### config.mk
export PLATFORM = sky130hd
export DESIGN_NAME = line_follower_drive_controller
export DESIGN_NICKNAME = d
export VERILOG_FILES = /design/src/rtl/lfdc_pkg.sv /design/src/rtl/lfdc_front.sv /design/src/rtl/lfdc_queue.sv /design/src/rtl/lfdc_back.sv /design/src/rtl/line_follower_drive_controller.sv
export SDC_FILE = /design/constraint.sdc
export NUM_CORES = 2
export LEC_CHECK = 0
export BUFFER_PORTS_ARGS = -buffer_cell sky130_fd_sc_hd__buf_2
export CORE_MARGIN = 5
export CORE_UTILIZATION = 50
export CTS_CLUSTER_DIAMETER = 200
export CTS_CLUSTER_SIZE = 16
export DETAILED_ROUTE_END_ITERATION = 8
export PLACE_DENSITY = 0.71
export SLEW_MARGIN = 20
export SYNTH_ARGS = -nofsm -noshare
export SYNTH_HDL_FRONTEND = slang
export SYNTH_SLANG_ARGS = --single-unit
### constraint.sdc
create_clock -name clk -period 19.4 [get_ports clk]
set_clock_uncertainty 0.15 [all_clocks]
set_input_delay 1.94 -clock clk [delete_from_list [all_inputs] [get_ports clk]]
set_output_delay 1.94 -clock clk [all_outputs]
set_load 0.02 [all_outputs]
### src/rtl/lfdc_pkg.sv
package lfdc_pkg;

  // Queue between the front and the back
  localparam int QUEUE_DEPTH = 2;

  localparam int SPEED_W   = 8;
  localparam int TIMEOUT_W = 16;
  localparam int TRIM_W    = 7;
  localparam int STAMP_W   = 32;
  localparam int MODE_W    = 3;
  localparam int CFG_IDX_W = 3;
  localparam int CFG_DATA_W = 16;

  // Configuration register indexes
  typedef enum logic [CFG_IDX_W-1:0] {
    REG_CRUISE         = 3'd0,
    REG_PIVOT          = 3'd1,
    REG_HARD_PIVOT     = 3'd2,
    REG_CREEP          = 3'd3,
    REG_SWEEP          = 3'd4,
    REG_SEARCH_TIMEOUT = 3'd5,
    REG_SHARP_TIMEOUT  = 3'd6,
    REG_RIGHT_TRIM     = 3'd7
  } cfg_reg_t;

  // Drive modes as seen on mode_now
  typedef enum logic [MODE_W-1:0] {
    MODE_FOLLOW   = 3'd0,
    MODE_SEARCH_L = 3'd1,
    MODE_SEARCH_R = 3'd2,
    MODE_LOST     = 3'd3,
    MODE_SHARP_L  = 3'd4,
    MODE_SHARP_R  = 3'd5
  } mode_t;

  // Recovery phases while lost
  typedef enum logic [1:0] {
    PHASE_SPIN  = 2'd0,
    PHASE_WEAVE = 2'd1,
    PHASE_WIDE  = 2'd2
  } phase_t;

  // Back end sequencer
  typedef enum logic [1:0] {
    BK_IDLE   = 2'd0,
    BK_DECIDE = 2'd1,
    BK_SCALE  = 2'd2,
    BK_DIVIDE = 2'd3
  } back_state_t;

  // One classified control tick
  typedef struct packed {
    logic [2:0]         sensors;  // left, middle, right
    logic               any_line;
    logic [STAMP_W-1:0] now_ms;
  } item_t;

endpackage

### src/rtl/lfdc_front.sv
module lfdc_front (
  input  logic                              clk,
  input  logic                              rst,
  input  logic                              in_valid,
  output logic                              in_ready,
  input  logic                              sensor_left,
  input  logic                              sensor_middle,
  input  logic                              sensor_right,
  input  logic [lfdc_pkg::STAMP_W-1:0]      now_ms,
  output logic                              push,
  output lfdc_pkg::item_t                   push_item,
  input  logic                              queue_full
);
  import lfdc_pkg::*;

  logic  hold_valid;
  item_t hold_item;

  // Forward the held word whenever the queue has room
  assign push      = hold_valid && !queue_full;
  assign push_item = hold_item;
  assign in_ready  = !hold_valid || push;

  // Hold flag
  always_ff @(posedge clk) begin
    if (rst) begin
      hold_valid <= 1'b0;
    end else if (in_valid && in_ready) begin
      hold_valid <= 1'b1;
    end else if (push) begin
      hold_valid <= 1'b0;
    end
  end

  // Capture and classify the incoming word
  always_ff @(posedge clk) begin
    if (in_valid && in_ready) begin
      hold_item.sensors  <= {sensor_left, sensor_middle, sensor_right};
      hold_item.any_line <= sensor_left | sensor_middle | sensor_right;
      hold_item.now_ms   <= now_ms;
    end
  end

endmodule

### src/rtl/lfdc_queue.sv
module lfdc_queue #(
  parameter int DEPTH = lfdc_pkg::QUEUE_DEPTH
) (
  input  logic            clk,
  input  logic            rst,
  input  logic            push,
  input  lfdc_pkg::item_t push_item,
  output logic            full,
  input  logic            pop,
  output lfdc_pkg::item_t pop_item,
  output logic            not_empty
);
  import lfdc_pkg::*;

  localparam int PTR_W = (DEPTH > 1) ? $clog2(DEPTH) : 1;
  localparam int CNT_W = $clog2(DEPTH + 1);
  localparam logic [PTR_W-1:0] LAST = PTR_W'(DEPTH - 1);

  item_t            store [DEPTH];
  logic [PTR_W-1:0] wr_ptr;
  logic [PTR_W-1:0] rd_ptr;
  logic [CNT_W-1:0] count;

  assign full      = (count == CNT_W'(DEPTH));
  assign not_empty = (count != '0);
  assign pop_item  = store[rd_ptr];

  // Advance pointers and count
  always_ff @(posedge clk) begin
    if (rst) begin
      wr_ptr <= '0;
      rd_ptr <= '0;
      count  <= '0;
    end else begin
      if (push) begin
        wr_ptr <= (wr_ptr == LAST) ? '0 : wr_ptr + 1'b1;
      end
      if (pop) begin
        rd_ptr <= (rd_ptr == LAST) ? '0 : rd_ptr + 1'b1;
      end
      if (push && !pop) begin
        count <= count + 1'b1;
      end else if (pop && !push) begin
        count <= count - 1'b1;
      end
    end
  end

  // Write storage
  always_ff @(posedge clk) begin
    if (push) begin
      store[wr_ptr] <= push_item;
    end
  end

endmodule

### src/rtl/lfdc_back.sv
module lfdc_back (
  input  logic                              clk,
  input  logic                              rst,
  input  logic                              cfg_write,
  input  logic [lfdc_pkg::CFG_IDX_W-1:0]    cfg_index,
  input  logic [lfdc_pkg::CFG_DATA_W-1:0]   cfg_data,
  input  logic                              item_valid,
  input  lfdc_pkg::item_t                   item,
  output logic                              item_pop,
  output logic                              out_valid,
  input  logic                              out_ready,
  output logic                              drive_update,
  output logic                              left_forward,
  output logic [7:0]                        left_duty,
  output logic                              right_forward,
  output logic [7:0]                        right_duty,
  output logic [lfdc_pkg::MODE_W-1:0]       mode_now
);
  import lfdc_pkg::*;

  localparam logic [12:0] RECIP_TEN     = 13'd6554;  // 2^16 / 10, rounded up
  localparam logic [12:0] RECIP_HUNDRED = 13'd5243;  // 2^19 / 100, rounded up
  localparam logic [31:0] LOSS_DEBOUNCE_MS = 32'd50;
  localparam logic [31:0] SEARCH_FULL_MS   = 32'd200;
  localparam logic [31:0] SEARCH_MID_MS    = 32'd500;
  localparam logic [31:0] SPIN_MS          = 32'd800;
  localparam logic [31:0] WEAVE_MS         = 32'd600;
  localparam logic [31:0] WEAVE_END_MS     = 32'd1200;
  localparam logic [31:0] WIDE_MS          = 32'd2000;
  localparam logic [8:0]  SLIGHT_BOOST     = 9'd20;
  localparam logic [1:0]  SHARP_LIMIT      = 2'd3;

  // floor(speed * k / 10)
  function automatic logic [7:0] tenths(input logic [7:0] speed, input logic [3:0] k);
    logic [11:0] prod;
    logic [24:0] scaled;
    prod   = 12'(speed) * 12'(k);
    scaled = 25'(prod) * 25'(RECIP_TEN);
    return scaled[23:16];
  endfunction

  // Configuration registers
  logic [SPEED_W-1:0]   cruise_spd, pivot_spd, hard_pivot_spd, creep_spd, sweep_spd;
  logic [TIMEOUT_W-1:0] search_timeout_ms, sharp_turn_timeout_ms;
  logic [TRIM_W-1:0]    right_trim_percent;

  // Controller state
  mode_t              mode, mode_next;
  logic [STAMP_W-1:0] search_start, search_start_next;
  logic [STAMP_W-1:0] turn_start, turn_start_next;
  logic [STAMP_W-1:0] recovery_start, recovery_start_next;
  phase_t             recovery_phase, recovery_phase_next;
  logic [STAMP_W-1:0] loss_start, loss_start_next;
  logic               loss_pending, loss_pending_next;
  logic               had_line, had_line_next;
  logic [2:0]         prior_sensors, prior_sensors_next;
  logic [1:0]         sharp_count, sharp_count_next;

  back_state_t bk_state, bk_next;
  item_t       cur;

  // Command in sign and magnitude form
  logic       cmd_valid, cmd_valid_next;
  logic       left_neg, left_neg_next, right_neg, right_neg_next;
  logic [8:0] left_mag, left_mag_next, right_mag, right_mag_next;
  logic [15:0] trim_prod;
  logic [28:0] trim_scaled;
  logic [9:0]  trim_quot;

  // Sequencer
  always_ff @(posedge clk) begin
    if (rst) begin
      bk_state <= BK_IDLE;
    end else begin
      bk_state <= bk_next;
    end
  end

  always_comb begin
    bk_next  = bk_state;
    item_pop = 1'b0;
    unique case (bk_state)
      BK_IDLE: begin
        if (item_valid && (!out_valid || out_ready)) begin
          item_pop = 1'b1;
          bk_next  = BK_DECIDE;
        end
      end
      BK_DECIDE: bk_next = BK_SCALE;
      BK_SCALE:  bk_next = BK_DIVIDE;
      BK_DIVIDE: bk_next = BK_IDLE;
      default:   bk_next = BK_IDLE;
    endcase
  end

  // Mode decision for the current word
  always_comb begin
    logic        l, m, r, any;
    logic        pl, pm, pr;
    logic [31:0] now, el_search, el_turn, el_rec, el_loss;
    logic [7:0]  srch_a, srch_c;
    logic        sharp;

    l   = cur.sensors[2];
    m   = cur.sensors[1];
    r   = cur.sensors[0];
    any = cur.any_line;
    now = cur.now_ms;
    pl  = prior_sensors[2];
    pm  = prior_sensors[1];
    pr  = prior_sensors[0];
    el_search = now - search_start;
    el_turn   = now - turn_start;
    el_rec    = now - recovery_start;
    el_loss   = loss_pending ? (now - loss_start) : '0;
    sharp     = had_line && !any;

    if (el_search < SEARCH_FULL_MS) begin
      srch_a = sweep_spd;
      srch_c = sweep_spd;
    end else if (el_search < SEARCH_MID_MS) begin
      srch_a = tenths(sweep_spd, 4'd6);
      srch_c = tenths(sweep_spd, 4'd8);
    end else begin
      srch_a = tenths(sweep_spd, 4'd4);
      srch_c = tenths(sweep_spd, 4'd6);
    end

    mode_next           = mode;
    search_start_next   = search_start;
    turn_start_next     = turn_start;
    recovery_start_next = recovery_start;
    recovery_phase_next = recovery_phase;
    loss_start_next     = loss_start;
    loss_pending_next   = loss_pending;
    had_line_next       = had_line;
    prior_sensors_next  = prior_sensors;
    sharp_count_next    = sharp_count;
    cmd_valid_next      = 1'b0;
    left_neg_next       = 1'b0;
    left_mag_next       = '0;
    right_neg_next      = 1'b0;
    right_mag_next      = '0;

    unique case (mode)
      MODE_FOLLOW: begin
        had_line_next      = any;
        prior_sensors_next = cur.sensors;
        if (sharp && (sharp_count < SHARP_LIMIT)) begin
          // Line vanished: turn toward its last side, or search right if centred
          if (pl && !pr) begin
            mode_next        = MODE_SHARP_L;
            turn_start_next  = now;
            sharp_count_next = sharp_count + 2'd1;
          end else if (pr && !pl) begin
            mode_next        = MODE_SHARP_R;
            turn_start_next  = now;
            sharp_count_next = sharp_count + 2'd1;
          end else if (pm) begin
            mode_next         = MODE_SEARCH_R;
            search_start_next = now;
          end
        end else if (!any) begin
          // Debounce a short loss of line
          if (!loss_pending) begin
            loss_start_next   = now;
            loss_pending_next = 1'b1;
          end
          if (el_loss > LOSS_DEBOUNCE_MS) begin
            mode_next         = MODE_SEARCH_R;
            search_start_next = now;
          end else begin
            cmd_valid_next = 1'b1;
            left_mag_next  = 9'(creep_spd);
            right_mag_next = 9'(creep_spd);
          end
        end else begin
          cmd_valid_next    = 1'b1;
          loss_pending_next = 1'b0;
          sharp_count_next  = '0;
          if (l && !m && !r) begin
            left_neg_next  = (pivot_spd != '0);
            left_mag_next  = 9'(pivot_spd);
            right_mag_next = 9'(pivot_spd);
          end else if (r && !m && !l) begin
            right_neg_next = (pivot_spd != '0);
            left_mag_next  = 9'(pivot_spd);
            right_mag_next = 9'(pivot_spd);
          end else if (l && m && !r) begin
            left_mag_next  = 9'(creep_spd);
            right_mag_next = 9'(cruise_spd) + SLIGHT_BOOST;
          end else if (r && m && !l) begin
            left_mag_next  = 9'(cruise_spd) + SLIGHT_BOOST;
            right_mag_next = 9'(creep_spd);
          end else begin
            left_mag_next  = 9'(cruise_spd);
            right_mag_next = 9'(cruise_spd);
          end
        end
      end
      MODE_SEARCH_L, MODE_SEARCH_R: begin
        cmd_valid_next = 1'b1;
        if (mode == MODE_SEARCH_R) begin
          left_mag_next  = 9'(srch_a);
          right_neg_next = (srch_c != '0);
          right_mag_next = 9'(srch_c);
        end else begin
          left_neg_next  = (srch_c != '0);
          left_mag_next  = 9'(srch_c);
          right_mag_next = 9'(srch_a);
        end
        if (any) begin
          mode_next = MODE_FOLLOW;
        end else if (el_search >= 32'(search_timeout_ms)) begin
          mode_next           = MODE_LOST;
          recovery_phase_next = PHASE_SPIN;
          recovery_start_next = now;
        end
      end
      MODE_SHARP_L, MODE_SHARP_R: begin
        cmd_valid_next = 1'b1;
        left_mag_next  = 9'(hard_pivot_spd);
        right_mag_next = 9'(hard_pivot_spd);
        if (mode == MODE_SHARP_R) begin
          right_neg_next = (hard_pivot_spd != '0);
        end else begin
          left_neg_next = (hard_pivot_spd != '0);
        end
        if (any) begin
          mode_next = MODE_FOLLOW;
        end else if (el_turn >= 32'(sharp_turn_timeout_ms)) begin
          mode_next         = (mode == MODE_SHARP_R) ? MODE_SEARCH_R : MODE_SEARCH_L;
          search_start_next = now;
        end
      end
      MODE_LOST: begin
        if (any) begin
          mode_next = MODE_FOLLOW;
        end else begin
          unique case (recovery_phase)
            PHASE_SPIN: begin
              cmd_valid_next = 1'b1;
              left_neg_next  = (hard_pivot_spd != '0);
              left_mag_next  = 9'(hard_pivot_spd);
              right_mag_next = 9'(hard_pivot_spd);
              if (el_rec > SPIN_MS) begin
                recovery_phase_next = PHASE_WEAVE;
                recovery_start_next = now;
              end
            end
            PHASE_WEAVE: begin
              if (el_rec < WEAVE_MS) begin
                cmd_valid_next = 1'b1;
                left_mag_next  = 9'(tenths(sweep_spd, 4'd8));
                right_mag_next = 9'(tenths(sweep_spd, 4'd3));
              end else if (el_rec < WEAVE_END_MS) begin
                cmd_valid_next = 1'b1;
                left_mag_next  = 9'(tenths(sweep_spd, 4'd3));
                right_mag_next = 9'(tenths(sweep_spd, 4'd8));
              end else begin
                recovery_phase_next = PHASE_WIDE;
                recovery_start_next = now;
              end
            end
            PHASE_WIDE: begin
              cmd_valid_next = 1'b1;
              left_neg_next  = (pivot_spd != '0);
              left_mag_next  = 9'(pivot_spd);
              right_mag_next = 9'(pivot_spd);
              if (el_rec > WIDE_MS) begin
                recovery_phase_next = PHASE_SPIN;
                recovery_start_next = now;
                mode_next           = MODE_SEARCH_R;
                search_start_next   = now;
              end
            end
            default: begin
            end
          endcase
        end
      end
      default: begin
      end
    endcase
  end

  // Controller state registers
  always_ff @(posedge clk) begin
    if (rst) begin
      mode           <= MODE_FOLLOW;
      search_start   <= '0;
      turn_start     <= '0;
      recovery_start <= '0;
      recovery_phase <= PHASE_SPIN;
      loss_start     <= '0;
      loss_pending   <= 1'b0;
      had_line       <= 1'b0;
      prior_sensors  <= '0;
      sharp_count    <= '0;
    end else if (bk_state == BK_DECIDE) begin
      mode           <= mode_next;
      search_start   <= search_start_next;
      turn_start     <= turn_start_next;
      recovery_start <= recovery_start_next;
      recovery_phase <= recovery_phase_next;
      loss_start     <= loss_start_next;
      loss_pending   <= loss_pending_next;
      had_line       <= had_line_next;
      prior_sensors  <= prior_sensors_next;
      sharp_count    <= sharp_count_next;
    end
  end

  // Configuration writes
  always_ff @(posedge clk) begin
    if (rst) begin
      cruise_spd            <= 8'd210;
      pivot_spd             <= 8'd200;
      hard_pivot_spd        <= 8'd175;
      creep_spd             <= 8'd190;
      sweep_spd             <= 8'd190;
      search_timeout_ms     <= 16'd800;
      sharp_turn_timeout_ms <= 16'd1200;
      right_trim_percent    <= 7'd94;
    end else if (cfg_write) begin
      unique case (cfg_reg_t'(cfg_index))
        REG_CRUISE:         cruise_spd            <= cfg_data[SPEED_W-1:0];
        REG_PIVOT:          pivot_spd             <= cfg_data[SPEED_W-1:0];
        REG_HARD_PIVOT:     hard_pivot_spd        <= cfg_data[SPEED_W-1:0];
        REG_CREEP:          creep_spd             <= cfg_data[SPEED_W-1:0];
        REG_SWEEP:          sweep_spd             <= cfg_data[SPEED_W-1:0];
        REG_SEARCH_TIMEOUT: search_timeout_ms     <= cfg_data[TIMEOUT_W-1:0];
        REG_SHARP_TIMEOUT:  sharp_turn_timeout_ms <= cfg_data[TIMEOUT_W-1:0];
        REG_RIGHT_TRIM:     right_trim_percent    <= cfg_data[TRIM_W-1:0];
        default: begin
        end
      endcase
    end
  end

  // Datapath: latch word, decide, scale right side, divide by 100
  assign trim_scaled = 29'(trim_prod) * 29'(RECIP_HUNDRED);
  assign trim_quot   = trim_scaled[28:19];

  always_ff @(posedge clk) begin
    if (item_pop) begin
      cur <= item;
    end
    if (bk_state == BK_DECIDE) begin
      cmd_valid <= cmd_valid_next;
      left_neg  <= left_neg_next;
      left_mag  <= left_mag_next;
      right_neg <= right_neg_next;
      right_mag <= right_mag_next;
    end
    if (bk_state == BK_SCALE) begin
      trim_prod <= 16'(right_mag) * 16'(right_trim_percent);
    end
    if (bk_state == BK_DIVIDE) begin
      drive_update  <= cmd_valid;
      left_forward  <= cmd_valid && !left_neg;
      left_duty     <= !cmd_valid ? 8'd0 : (left_mag > 9'd255) ? 8'd255 : left_mag[7:0];
      right_forward <= cmd_valid && !right_neg;
      right_duty    <= !cmd_valid ? 8'd0 : (trim_quot > 10'd255) ? 8'd255 : trim_quot[7:0];
      mode_now      <= mode;
    end
  end

  // Output word valid
  always_ff @(posedge clk) begin
    if (rst) begin
      out_valid <= 1'b0;
    end else if (bk_state == BK_DIVIDE) begin
      out_valid <= 1'b1;
    end else if (out_ready) begin
      out_valid <= 1'b0;
    end
  end

endmodule

### src/rtl/line_follower_drive_controller.sv
// Drive controller for a three-sensor line follower.
// Input channel (in_valid/in_ready) carries one control tick per word: the
// three line sensor bits and a millisecond timestamp. Output channel
// (out_valid/out_ready) returns exactly one word per tick: drive_update, the
// direction and duty of each motor, and the mode after the tick. When
// drive_update is low the direction and duty fields are zero.
// The config port (cfg_write, cfg_index, cfg_data) writes one register per
// cycle with no wait; write it only while no tick is in flight.
// From input acceptance to out_valid a word moves from the input register into
// the queue, then through the back-end sequencer (pop, mode decision, right
// trim multiply, divide by 100 and saturate).
// The sequencer takes a new word only once it is through with the last; the input
// register and the queue keep accepting while a result waits.
// Reset (rst, synchronous) clears the mode state, restores the register
// defaults and empties the queue and output register.
// If the receiver stalls, the result holds on the outputs, the back end stops
// before its next word, and in_ready drops once the queue and input register fill.
module line_follower_drive_controller #(
  parameter int QUEUE_DEPTH = lfdc_pkg::QUEUE_DEPTH
) (
  input  logic                            clk,
  input  logic                            rst,
  input  logic                            cfg_write,
  input  logic [lfdc_pkg::CFG_IDX_W-1:0]  cfg_index,
  input  logic [lfdc_pkg::CFG_DATA_W-1:0] cfg_data,
  input  logic                            in_valid,
  output logic                            in_ready,
  input  logic                            sensor_left,
  input  logic                            sensor_middle,
  input  logic                            sensor_right,
  input  logic [lfdc_pkg::STAMP_W-1:0]    now_ms,
  output logic                            out_valid,
  input  logic                            out_ready,
  output logic                            drive_update,
  output logic                            left_forward,
  output logic [7:0]                      left_duty,
  output logic                            right_forward,
  output logic [7:0]                      right_duty,
  output logic [lfdc_pkg::MODE_W-1:0]     mode_now
);
  import lfdc_pkg::*;

  logic  push, queue_full, pop, queue_valid;
  item_t push_item, pop_item;

  lfdc_front u_front (
    .clk           (clk),
    .rst           (rst),
    .in_valid      (in_valid),
    .in_ready      (in_ready),
    .sensor_left   (sensor_left),
    .sensor_middle (sensor_middle),
    .sensor_right  (sensor_right),
    .now_ms        (now_ms),
    .push          (push),
    .push_item     (push_item),
    .queue_full    (queue_full)
  );

  lfdc_queue #(
    .DEPTH (QUEUE_DEPTH)
  ) u_queue (
    .clk       (clk),
    .rst       (rst),
    .push      (push),
    .push_item (push_item),
    .full      (queue_full),
    .pop       (pop),
    .pop_item  (pop_item),
    .not_empty (queue_valid)
  );

  lfdc_back u_back (
    .clk           (clk),
    .rst           (rst),
    .cfg_write     (cfg_write),
    .cfg_index     (cfg_index),
    .cfg_data      (cfg_data),
    .item_valid    (queue_valid),
    .item          (pop_item),
    .item_pop      (pop),
    .out_valid     (out_valid),
    .out_ready     (out_ready),
    .drive_update  (drive_update),
    .left_forward  (left_forward),
    .left_duty     (left_duty),
    .right_forward (right_forward),
    .right_duty    (right_duty),
    .mode_now      (mode_now)
  );

endmodule

* Yosys cells after proc, flatten, opt, wreduce, memory -nomap -nowiden
Memory sizes are Yosys's and may differ from the RTL's. A register that Yosys moved wholly into a read port is not among the register bits.
Index checks and enable logic that the tools add are counted.
** Storage, ports and cells
- Bits of input ports :: 59
- Word-level logic and storage cells :: 307
- Register bits after elaboration :: 322
- Bits in writable memories :: 72
- Memories :: 1
** Cells by class
- Reduce and logical (&&, ||, !) cells :: 70
- Bitwise logic cells :: 5
- Magnitude comparators :: 12
- Add/sub/neg operators :: 10
- Multiply operators :: 8
- Equal/unequal tests :: 42
- Mux-type cells :: 120
** Memories
- u_queue.store :: words 2, bits a word 36, read ports 1, clocked after Yosys merged registers in 1, write ports 1, RTL line lfdc_queue.sv:19 : item_t store [DEPTH];
** Operators with widths (count)
- 32-bit 2-to-1 mux :: 20
- 32-bit case mux with 3 select lines :: 2
- 9-bit 2-to-1 mux :: 15
- 32-bit subtractor :: 4
- 8-bit 2-to-1 mux :: 11
- 9-bit case mux with 4 select lines :: 2
- 32-bit by 16-bit >= comparator with 1-bit output :: 2
- 32-bit case mux with 2 select lines :: 1
- 9-bit case mux with 3 select lines :: 2
- 10-bit by 12-bit multiplier with 22-bit output (second input constant) :: 2
- 8-bit by 12-bit multiplier with 20-bit output (second input constant) :: 2
- 3-bit 2-to-1 mux :: 13
- 32-bit by 10-bit > comparator with 1-bit output (second input constant) :: 1
- 32-bit by 11-bit > comparator with 1-bit output (second input constant) :: 1
- 32-bit by 6-bit > comparator with 1-bit output (second input constant) :: 1
- 32-bit by 10-bit less-than comparator with 1-bit output (second input constant) :: 1
- 32-bit by 11-bit less-than comparator with 1-bit output (second input constant) :: 1
- 32-bit by 8-bit less-than comparator with 1-bit output (second input constant) :: 1
- 32-bit by 9-bit less-than comparator with 1-bit output (second input constant) :: 1
- 2-bit 2-to-1 mux :: 15
- 16-bit by 13-bit multiplier with 29-bit output (second input constant) :: 1
- 1-bit 2-to-1 mux :: 29
- 8-bit nonzero test :: 3
- 8-bit by 2-bit multiplier with 10-bit output (second input constant) :: 2
- 47 further kinds :: 134

* Longest topological paths before layout
- Word-level depth :: 9
- Depth in mapped cells :: 31

* Cells and area by module
From an unflattened synthesis, not the netlist that was laid out.
** Second synthesis, totals
- Cell total of the unflattened synthesis :: 3963
- Area, all modules :: 35327.6 µm²
** Modules (own cells, without submodules)
- lfdc_back :: instances 1, cells each 3786, area an instance 31378.8 µm²
- lfdc_queue :: instances 1, cells each 134, area an instance 2816.5 µm²
- lfdc_front :: instances 1, cells each 43, area an instance 1132.3 µm²

* Worst setup path after synthesis
OpenSTA, ideal clock, no wires.
- Path kind :: reg-to-reg
- From :: register u_back.sweep_spd[2]
- To :: register u_back.left_neg, data pin
- Stages on the path, launching flop included :: 28
- Arrival time :: 6487 ps
- Buffers on the path :: 0
- Path slack :: 12492 ps
- Setup time :: 271 ps
- Path through :: dfxtp_1 ha_1 a21o_1 a21oi_1 nor2_1 o41ai_1 xnor2_1 xnor2_1 fa_1 inv_1 fa_1 inv_1 fa_1 inv_1 fa_1 inv_1 ha_1 a2111oi_0 o211ai_1 nand3_1 a21oi_1 o41ai_1 xnor3_1 o21ai_0 a21bo_2 o21ai_0 nor4_1 a21oi_1
** On the way
- Word-level cells in the longest chain between the ends :: 7
- Elaborated cells between the ends (all ways) :: 8
** RTL lines
- start, declared :: RTL line lfdc_back.sv:43 : logic [SPEED_W-1:0] cruise_spd, pivot_spd, hard_pivot_spd, creep_spd, sweep_spd;
- start signal, assigned :: RTL line lfdc_back.sv:331 : REG_SWEEP: sweep_spd <= cfg_data[SPEED_W-1:0];
- 8-bit by 2-bit multiplier with 10-bit output :: RTL line lfdc_back.sv:37 : prod = 12'(speed) * 12'(k);
- 10-bit by 12-bit multiplier with 22-bit output :: RTL line lfdc_back.sv:38 : scaled = 25'(prod) * 25'(RECIP_TEN);
- 8-bit 2-to-1 mux :: RTL line lfdc_back.sv:121 : end else if (el_search < SEARCH_MID_MS) begin
- 8-bit 2-to-1 mux (*) :: RTL line lfdc_back.sv:118 : if (el_search < SEARCH_FULL_MS) begin
- 8-bit nonzero test (*) :: RTL line lfdc_back.sv:208 : left_neg_next = (srch_c != '0);
- 1-bit 2-to-1 mux (*) :: RTL line lfdc_back.sv:203 : if (mode == MODE_SEARCH_R) begin
- 1-bit case mux with 4 select lines (*) :: RTL line lfdc_back.sv:145 : unique case (mode)
- net u_back.left_neg_next :: RTL line lfdc_back.sv:64 : logic left_neg, left_neg_next, right_neg, right_neg_next;
- end signal, assigned :: RTL line lfdc_back.sv:351 : left_neg <= left_neg_next;
- end, declared :: RTL line lfdc_back.sv:64
Mark *: on every way through the listed nets, which the timed path passes. The rest lies on a longest branch.
A chain may end at the register's enable or synchronous reset.

* Worst setup path in the final report
Same ends and word-level chain as after synthesis.

==> reports/results.tsv <==
metric	value	unit
final_nets	4632	
drt_iter0_markers	2044	
hpwl	69500	um
drc	0	
antenna_found_initial	0	
fp-row-count	97	
final_util	0.535	
start_kind	register	
synth_top_area_share	0.173	
synth_cells	4006	
cp_max_fo	10	
path_clk_slew	90	ps
synth-edff-count	203	
via_count	28400	
synth_flop_cell	dfxtp_1	
tightest_slew	1170	ps
tns	0	ps
synth.top_cells.by_count	nand2_1, inv_1, ha_1, a21oi_1, dfxtp_1	
fp.dieW	275	um
start_util	0.504	
synth_area_leaders	edfxtp_1, ha_1, dfxtp_1	
required	19610	ps
wire_per_inst	18.1	um
hold_end	u_queue.store[0][1]$_DFFE_PP_	
grt_usage	0.235	
fin_crit_sh	0.415	
yosys_warnings	0	
crit_type	reg -> reg	
firstDrtPassIters	7	
max_cap_viol_count	0	
gp_congestion	0.943	
ctsResizeCount	0	
synthArstFlopShare	0	
syn_area	0.0352	mm^2
grt_pass1_vias	27500	
min_path_type	reg -> reg	
status	complete, no violations	
slew_violations	0	
r2r_setup_slack	11340	ps
num-fill-cells	6573	
hold_path_depth	0	
drive_above_1_share	0.0604	
yosysUniqueCellTypes	85	
ys_seq_area_frac	0.302	
period_needed	8060	ps
clock-sinks	430	
synth_top_area_cell	edfxtp_1	
h-tree-depth	1	
grt_max_degree	92	
max_freq	0.124	GHz
rsz0062_at_grt	false	
cts_setup_buffers	0	
die_area	0.0758	mm^2
finalSetupViolCount	0	
min_from	u_front.push_item[1]$_DFFE_PP_	
grt-ovfl-total	0	
fin_area	0.0374	mm^2
clk_latency	630	ps
antenna_left	0	
ys_ff_latch	430	
relSlewSlack	0.214	
dpl-instance-area	0.0365	mm^2
yosysMostFrequentCell	nand2_1	
drt_wl_total	89800	um
grt_pass1_wl	146000	um
worst-r2r-cell-count	27	
cts_hold_buf	0	
root_buffer	clkbuf_16	
cp.arrival	8270	ps
numCtsBuffers	30	
avgSynthCellArea	8.79	um^2
r2r-start	u_back.sweep_spd[2]$_SDFFE_PP1P_	
vias_per_cell	5.73	
syn2layout_area_growth	6.16	%
core	0.0699	mm^2
num_io_pins	83	
fp.dieH	275	um
clockBufferDepth	3	
synth_fp_nets	4637	
cts_tree	yes	
hold_viol_final	0	
end_kind	register	
reg2reg_to	u_back.left_neg$_DFFE_PP_	
regArea	0.0106	mm^2
diodes	0	
multi_input_area	0.0223	mm^2
io_buffers	82	
sequential cells by signal, summed over array words and instances, names as in the netlist, 7 cells and up:
signal                        flops
u_back.trim_prod                 16
u_back.pivot_spd                  8
u_back.turn_start                32
u_back.cruise_spd                 8
u_back.search_start              32
u_back.cur                       36
u_back.sharp_turn_timeout_ms     16
u_back.left_duty                  8
u_back.hard_pivot_spd             8
u_back.sweep_spd                  8
u_front.push_item                36
u_back.right_mag                  9
u_back.loss_start                32
u_back.search_timeout_ms         16
u_queue.store                    72
u_back.creep_spd                  8
u_back.left_mag                   9
u_back.recovery_start            32
u_back.right_duty                 8
u_back.right_trim_percent         7
worst max-delay path by stage:
stage          cells after the start                             start  slack, ps                        end
2_1_floorplan                     27  u_back.sweep_spd[2]$_SDFFE_PP1P_      12490  u_back.left_neg$_DFFE_PP_
3_3_place_gp                      27  u_back.sweep_spd[2]$_SDFFE_PP1P_      11480  u_back.left_neg$_DFFE_PP_
3_5_place_dp                      27  u_back.sweep_spd[2]$_SDFFE_PP1P_      11430  u_back.left_neg$_DFFE_PP_
4_1_cts                           27  u_back.sweep_spd[2]$_SDFFE_PP1P_      11380  u_back.left_neg$_DFFE_PP_
5_1_grt                           27  u_back.sweep_spd[2]$_SDFFE_PP1P_      10880  u_back.left_neg$_DFFE_PP_
6_report                          27  u_back.sweep_spd[2]$_SDFFE_PP1P_      11340  u_back.left_neg$_DFFE_PP_
metrics by stage:
step           instances  setup WS, ps  hold WS [ps]
2_1_floorplan       4006         12490           271
3_3_place_gp        4909         11480           272
3_5_place_dp        4909         11430           280
4_1_cts             4961         11380           297
5_1_grt             4961         10880           307
6_report            4961         11340           294
kinds of logic (layout without fill, tap and decap cells):
logic type                 after synthesis  after routing  share of synthesized area
adders and majority gates              572            572                      0.236
xor gates and xnor gates               125            125                     0.0315
and+or+nand+nor                       1157           1157                      0.151
DFF                                    430            430                      0.302
buffers and inverters                  618            633                     0.0665
muxes                                  124            124                     0.0367
AOI/OAI and AO/OA                      980            980                      0.176
metal layers:
metal	up-vias	share of wire	global-route usage
li1	14000	-	-
met3	129	0.062	0.0305
met2	768	0.46	0.395
met5	-	0	0
met4	0	0.023	0.0531
met1	13500	0.45	0.326
critical path, stage by stage, from the launching register on:
cell	delay, ps
dfxtp_1	590
ha_1	320
a21o_1	150
a21oi_1	210
nor2_1	80
o41ai_1	530
xnor2_1	280
ha_1	290
fa_1	550
inv_1	70
fa_1	490
inv_1	50
fa_1	500
inv_1	50
fa_1	490
inv_1	40
ha_1	190
a2111oi_0	610
o211ai_1	290
nand3_1	210
a21oi_1	140
o41ai_1	300
xnor3_1	340
o21ai_0	140
a21bo_2	200
o21ai_0	70
nor4_1	340
a21oi_1	120
final cells by class:
cell class / instances / share of cell area
clock buffers: 51 / 0.0225
clock inverters: 1 / 0.000435
inverters: 457 / 0.0459
multi-input cells: 2958 / 0.596
flip-flops and latches: 430 / 0.285
well taps: 940 / 0.0315
repair buffers: 124 / 0.0195
cell usage in the layout (no fill, tap or decap), types with 28 or more instances in the layout:
cell type and instances:
nand2_1 548, inv_1 455, ha_1 419, a21oi_1 348, dfxtp_1 227, edfxtp_1 203, o21ai_0 184, nor2_1 179
fa_1 153, nand3_1 95, mux2i_1 83, buf_2 81, xnor2_1 80, a21o_1 65, o21a_1 65, nor3_1 59
and2_1 45, o211ai_1 45, nand4_1 44, xor2_1 44, buf_4 43, mux2_2 41, a211oi_1 34, nor2b_1 33
a31oi_1 30, clkbuf_16 30, and3_1 29, nor4_1 28
Power is left out: the tool's default activity adds up to more than one toggle a clock period on the data nets, which glitch-free logic cannot reach.
